### config.mk
export PLATFORM = sky130hd
export DESIGN_NAME = multi_standard_crc_engine_unit
export DESIGN_NICKNAME = d
export VERILOG_FILES = /design/src/rtl/mscrc_pkg.sv /design/src/rtl/multi_standard_crc_engine_unit.sv /design/src/rtl/mscrc_step.sv
export SDC_FILE = /design/constraint.sdc
export NUM_CORES = 1
export LEC_CHECK = 0
export ABC_CLOCK_PERIOD_IN_PS = 6550
export BUFFER_PORTS_ARGS = -buffer_cell sky130_fd_sc_hd__buf_2
export CAP_MARGIN = 40
export CORE_UTILIZATION = 35
export CTS_CLUSTER_SIZE = 10
export DETAILED_ROUTE_END_ITERATION = 7
export MAX_ROUTING_LAYER = met4
export PLACE_DENSITY_LB_ADDON = 0.25
export SYNTH_ARGS = -nofsm -noshare
export SYNTH_HDL_FRONTEND = slang
export SYNTH_SLANG_ARGS = --single-unit
export TNS_END_PERCENT = 50
### constraint.sdc
create_clock -name i_clk -period 6.55 [get_ports i_clk]
set_input_delay 0.655 -clock i_clk [delete_from_list [all_inputs] [get_ports i_clk]]
set_output_delay 0.655 -clock i_clk [all_outputs]
set_load 0.05 [all_outputs]
### src/rtl/mscrc_pkg.sv
// Shared types, mode codes and per-byte CRC update functions for the
// multi-standard CRC engine. No dependencies.
package mscrc_pkg;

    typedef logic [3:0]  t_mode;
    typedef logic [7:0]  t_byte;
    typedef logic [31:0] t_crc;

    localparam t_mode MODE_ARC        = 4'd0;
    localparam t_mode MODE_MODBUS     = 4'd1;
    localparam t_mode MODE_DNP        = 4'd2;
    localparam t_mode MODE_SICK       = 4'd3;
    localparam t_mode MODE_XMODEM     = 4'd4;
    localparam t_mode MODE_CCITT_FFFF = 4'd5;
    localparam t_mode MODE_CCITT_1D0F = 4'd6;
    localparam t_mode MODE_KERMIT     = 4'd7;
    localparam t_mode MODE_CRC32      = 4'd8;

    localparam t_crc POLY_REF16  = 32'h0000_A001;
    localparam t_crc POLY_DNP    = 32'h0000_A6BC;
    localparam t_crc POLY_KERMIT = 32'h0000_8408;
    localparam t_crc POLY_REF32  = 32'hEDB8_8320;
    localparam logic [15:0] POLY_CCITT = 16'h1021;
    localparam logic [15:0] POLY_SICK  = 16'h8005;

    // Initial register value of a mode; unused codes fall back to ARC.
    function automatic t_crc init_of(input t_mode mode);
        t_crc v;
        unique case (mode) inside
            MODE_MODBUS, MODE_CCITT_FFFF: v = 32'h0000_FFFF;
            MODE_CCITT_1D0F:              v = 32'h0000_1D0F;
            MODE_CRC32:                   v = 32'hFFFF_FFFF;
            default:                      v = 32'h0000_0000;
        endcase
        return v;
    endfunction

    // LSB-first byte update, unrolled into an xor network.
    function automatic t_crc step_reflected(input t_crc crc, input t_byte b, input t_crc poly);
        t_crc c;
        c = crc ^ {24'h0, b};
        for (int k = 0; k < 8; k++) begin
            c = c[0] ? ((c >> 1) ^ poly) : (c >> 1);
        end
        return c;
    endfunction

    // MSB-first 16-bit byte update with the CCITT polynomial.
    function automatic logic [15:0] step_msb16(input logic [15:0] crc, input t_byte b);
        logic [15:0] c;
        c = crc ^ {b, 8'h00};
        for (int k = 0; k < 8; k++) begin
            c = c[15] ? ({c[14:0], 1'b0} ^ POLY_CCITT) : {c[14:0], 1'b0};
        end
        return c;
    endfunction

    function automatic logic [15:0] swap16(input logic [15:0] v);
        return {v[7:0], v[15:8]};
    endfunction

endpackage

### src/rtl/multi_standard_crc_engine_unit.sv
// Multi-standard byte-serial CRC engine (ARC, MODBUS, DNP, SICK, XMODEM,
// CCITT, KERMIT, CRC-32). Depends on mscrc_pkg and mscrc_step.
// Result path: the last byte goes from the input register to the result register, which
// raises o_valid and holds the CRC until it is taken.
// Throughput: one byte per cycle, set by the single xor network between the input
// register and the running CRC register; a last byte waits while a result is held.
// Synchronous active-low reset: mode ARC, CRC and previous byte cleared.
module multi_standard_crc_engine_unit (
    input  logic                 i_clk,
    input  logic                 i_rst_n,
    input  logic                 i_cfg_we,
    input  mscrc_pkg::t_mode     i_cfg_data,
    input  logic                 i_valid,
    output logic                 o_ready,
    input  mscrc_pkg::t_byte     i_data_byte,
    input  logic                 i_last_byte,
    output logic                 o_valid,
    input  logic                 i_ready,
    output mscrc_pkg::t_crc      o_crc_value
);
    import mscrc_pkg::*;

    t_mode r_mode;
    t_crc  r_crc;
    t_byte r_prev;

    logic  r_in_valid;
    t_byte r_in_byte;
    logic  r_in_last;

    logic  r_out_valid;
    t_crc  r_out_crc;

    t_crc  next_crc;
    t_crc  final_crc;
    logic  advance;

    mscrc_step u_step (
        .i_mode     (r_mode),
        .i_crc      (r_crc),
        .i_prev     (r_prev),
        .i_byte     (r_in_byte),
        .o_next_crc (next_crc),
        .o_final    (final_crc)
    );

    // A byte that yields no result always moves on; a last byte needs room.
    assign advance = r_in_valid && (!r_in_last || !r_out_valid || i_ready);
    assign o_ready = !r_in_valid || advance;
    assign o_valid = r_out_valid;
    assign o_crc_value = r_out_crc;

    always_ff @(posedge i_clk) begin
        if (!i_rst_n) begin
            r_in_valid <= 1'b0;
        end else if (o_ready) begin
            r_in_valid <= i_valid;
        end
    end

    always_ff @(posedge i_clk) begin
        if (o_ready && i_valid) begin
            r_in_byte <= i_data_byte;
            r_in_last <= i_last_byte;
        end
    end

    // Running state: mode write reloads, last byte reloads after finalizing.
    always_ff @(posedge i_clk) begin
        if (!i_rst_n) begin
            r_mode <= MODE_ARC;
            r_crc  <= '0;
            r_prev <= '0;
        end else if (i_cfg_we) begin
            r_mode <= i_cfg_data;
            r_crc  <= init_of(i_cfg_data);
            r_prev <= '0;
        end else if (advance) begin
            if (r_in_last) begin
                r_crc  <= init_of(r_mode);
                r_prev <= '0;
            end else begin
                r_crc  <= next_crc;
                r_prev <= r_in_byte;
            end
        end
    end

    always_ff @(posedge i_clk) begin
        if (!i_rst_n) begin
            r_out_valid <= 1'b0;
        end else if (advance && r_in_last) begin
            r_out_valid <= 1'b1;
        end else if (i_ready) begin
            r_out_valid <= 1'b0;
        end
    end

    always_ff @(posedge i_clk) begin
        if (advance && r_in_last) begin
            r_out_crc <= final_crc;
        end
    end

endmodule

### src/rtl/mscrc_step.sv
// Per-byte CRC update and finalization for all nine variants.
// Pure combinational xor network; depends on mscrc_pkg.
module mscrc_step (
    input  mscrc_pkg::t_mode i_mode,
    input  mscrc_pkg::t_crc  i_crc,
    input  mscrc_pkg::t_byte i_prev,
    input  mscrc_pkg::t_byte i_byte,
    output mscrc_pkg::t_crc  o_next_crc,
    output mscrc_pkg::t_crc  o_final
);
    import mscrc_pkg::*;

    logic [15:0] sick_shift;
    logic [15:0] low16;

    assign sick_shift = i_crc[15] ? ({i_crc[14:0], 1'b0} ^ POLY_SICK) : {i_crc[14:0], 1'b0};

    always_comb begin
        unique case (i_mode) inside
            MODE_MODBUS:
                o_next_crc = step_reflected({16'h0, i_crc[15:0]}, i_byte, POLY_REF16);
            MODE_DNP:
                o_next_crc = step_reflected({16'h0, i_crc[15:0]}, i_byte, POLY_DNP);
            MODE_SICK:
                o_next_crc = {16'h0, sick_shift ^ {i_prev, i_byte}};
            MODE_XMODEM, MODE_CCITT_FFFF, MODE_CCITT_1D0F:
                o_next_crc = {16'h0, step_msb16(i_crc[15:0], i_byte)};
            MODE_KERMIT:
                o_next_crc = step_reflected({16'h0, i_crc[15:0]}, i_byte, POLY_KERMIT);
            MODE_CRC32:
                o_next_crc = step_reflected(i_crc, i_byte, POLY_REF32);
            default:
                o_next_crc = step_reflected({16'h0, i_crc[15:0]}, i_byte, POLY_REF16);
        endcase
    end

    assign low16 = o_next_crc[15:0];

    always_comb begin
        unique case (i_mode) inside
            MODE_DNP:                o_final = {16'h0, swap16(~low16)};
            MODE_SICK, MODE_KERMIT:  o_final = {16'h0, swap16(low16)};
            MODE_CRC32:              o_final = ~o_next_crc;
            default:                 o_final = {16'h0, low16};
        endcase
    end

endmodule
==> impl_metrics.csv <==
group,metric,value,unit
worst_setup_path,r2r-start,"r_crc[5]$_SDFFE_PN0P_",
layout,mostFrequentLayoutCells,"92 x xnor2_1, 66 x nor2_1, 54 x o21ai_0",
worst_setup_path,reg2reg_setup_slack,3290,ps
routing,drtIter0Drc,747,
sta,final.period_utilization,49.8,%
sta,drv_slew,0,
layout,area_delta_synth_final,12.1,%
die,start_util,36.2,%
synth,seq_area_frac_synth,33.9,%
place,port_buffers,51,
die,rows,48,
synth,synth_edf_count,41,
place,dpl_cell_area,6800,um2
global_routing,grt_max_degree,39,
clock_network,cts_tree,"yes",
pwr,p_per_area,303,nW/um2
worst_setup_path,crit_end,"o_crc_value[9]$_DFFE_PP_",
die,chipHeight,137,um
sta,tns,0,ps
die,dieArea,18700,um2
die,io_pins,52,
synth,ys.flop_type,"dfxtp_1",
global_routing,track_usage,25.8,%
synth,syn_avg_cell_area,9.54,um2
global_routing,grt_pass1_wl,33400,um
worst_setup_path,rr_endpoint,"o_crc_value[9]$_DFFE_PP_",
clock_network,cts_buffers,9,
clock_network,clk_pin_slew,70,ps
synth,postSynth.asyncResetShare,0,%
layout,finish.instance_area,7120,um2
clock_network,cts_hold_buf,0,
place,gp_congestion,0.987,
clock_network,post_cts_buffers,0,
routing,dr_total_vias,5459,
die,die_w,137,um
layout,final_common_cell,"xnor2_1",
run_status,status,"finished clean",
clock_network,cts_root_buf,"clkbuf_16",
synth,postSynthCellCount,666,
die,core,17500,um2
sta,whs,461,ps
worst_setup_path,crit_path_max_fanout,9,
sta,finClkSkew,8.41,ps
routing,viasPerCell,5.92,
synth,ys_seq_elements,87,
synth,syn-num-nets,684,
global_routing,grt_remaining_overflow,0,
worst_setup_path,end_kind,"flop",
worst_setup_path,worstSetupPathType,"flop to flop",
clock_network,htreeDepth,3,
worst_setup_path,cp.arrival,3380,ps
sta,setup_viol,0,
sta,worstMarginPinSlew,847,ps
worst_setup_path,rr_worst_depth,6,
routing,drc,0,
pwr,ir_worst_vdd,0.143,mV
clock_network,cts-resized-gates,0,
layout,nets,709,
sta,rsz0062_at_grt,"false",
layout,fill_cells,1759,
worst_setup_path,cp_data_required_time,6660,ps
worst_setup_path,start_kind,"flop",
sta,timing.fmax,306,MHz
flow_run,drv_cap,0,
synth,synth_cell_types,74,
sta,max_slew_margin,43.1,%
clock_network,cts_buffer_depth,2,
pwr,p_leak,2.56,nW
min_path,hp-class,"input port to flop",
global_routing,grt_pass1_vias,5263,
synth,ys_warn_count,0,
routing,ant_nets,0,
routing,firstDrtPassIters,5,
synth,syn-cell-area,6350,um2
sta,hold_viol_final,0,
clock_network,cts_sinks,87,
global_routing,antenna_found_initial,1,
routing,finalWirelength,22400,um
routing,wire_per_inst,24.3,um
layout,drive_gt1_share,18.0,%
clock_network,clk_latency,360,ps
worst_setup_path,startpoint,"r_crc[5]$_SDFFE_PN0P_",
sta,finalCriticalPeriod,3260,ps
place,post-dp-hpwl,16400,um
-- critical path, cell delays in order, from the launching register on --
cell     delay (ps)
dfxtp_1         660
xnor2_4         300
xnor2_2         720
xnor2_1         450
o21ai_0         380
a22oi_1         140
a221o_1         340
-- through the flow --
stage / power (W) / instances / util, % / worst slack (ps)
2_1_floorplan: 0.00137 / 666 / - / 3710
3_3_place_gp: 0.00162 / 900 / 38.5 / 3270
3_5_place_dp: 0.00161 / 905 / 38.8 / 3410
4_1_cts: 0.00215 / 921 / 40.6 / 3400
5_1_grt: 0.00224 / 922 / 40.6 / 3240
6_report: 0.00216 / 922 / 40.6 / 3290
-- per-layer routing --
layer	track usage (%)	vias up	share of wire (%)
li1	-	2445	-
met1	34.8	2675	45
met2	37.6	288	44
met3	4.63	51	7.8
met4	10.8	0	3.6
met5	-	-	0
-- state kept, by name, indices dropped and copies added, names as in the netlist --
name	flops
o_crc_value	32
o_valid	1
r_mode	4
r_in_byte	8
r_crc	32
r_in_valid	1
r_in_last	1
r_prev	8
-- cells by family after synthesis --
| kind of cell | share of synthesized area [%] |
|---|---|
| compound gates | 21.6 |
| simple gates | 12.2 |
| xor+xnor | 26.3 |
| flops | 33.9 |
| buf+inv | 4.12 |
| mux | 1.93 |
-- power by group --
group	internal, W	switching [W]	total [W]
sequential	0.000611	0.0000539	0.000664
clock	0.000273	0.000259	0.000533
combinational	0.000392	0.000567	0.000959
total	0.00128	0.000880	0.00216
-- worst min path at each step --
stage | from | depth (start not counted) | to | slack (ps)
2_1_floorplan | r_crc[24]$_SDFFE_PN0P_ | 2 | r_crc[24]$_SDFFE_PN0P_ | 480
3_3_place_gp | r_prev[3]$_SDFFE_PP0P_ | 2 | r_prev[3]$_SDFFE_PP0P_ | 520
3_5_place_dp | r_crc[22]$_SDFFE_PN0P_ | 2 | r_crc[22]$_SDFFE_PN0P_ | 530
4_1_cts | i_data_byte[6] | 1 | r_in_byte[6]$_DFFE_PP_ | 460
5_1_grt | i_data_byte[6] | 1 | r_in_byte[6]$_DFFE_PP_ | 450
6_report | i_data_byte[6] | 1 | r_in_byte[6]$_DFFE_PP_ | 460
-- synth_stat cells (5+ instances only) --
library cell,n,area [um2]
a211o_1,6,52.6
a211oi_1,8,60.1
a21boi_0,12,90.1
a21oi_1,46,230
a22oi_1,13,97.6
and2_1,6,37.5
buf_1,5,18.8
buf_2,8,40.0
buf_4,6,45.0
clkbuf_1,36,135
dfxtp_1,46,921
edfxtp_1,41,1230
inv_1,6,22.5
mux2i_1,10,100
nand2_1,31,116
nand2b_1,6,37.5
nor2_1,67,251
nor2b_1,9,56.3
nor3_1,6,30.0
nor4_1,5,31.3
o211ai_1,12,90.1
o21ai_0,56,280
o221a_2,5,56.3
or3_1,5,31.3
xnor2_1,92,806
xnor2_2,9,146
xnor2_4,6,165
xnor3_1,9,203
xor2_1,22,193
-- area by class of cell --
class | instances | area [um2] | area share [%]
Antenna cell | 1 | 2.50 | 0.0352
Clock buffer | 9 | 225 | 3.16
Clock inverter | 7 | 86.3 | 1.21
Inverter | 6 | 22.5 | 0.316
Multi-Input combinational cell | 518 | 3950 | 55.5
Sequential cell | 87 | 2150 | 30.2
Tap cell | 225 | 282 | 3.95
Timing Repair Buffer | 69 | 399 | 5.61
(Power assumes the default switching activity.)
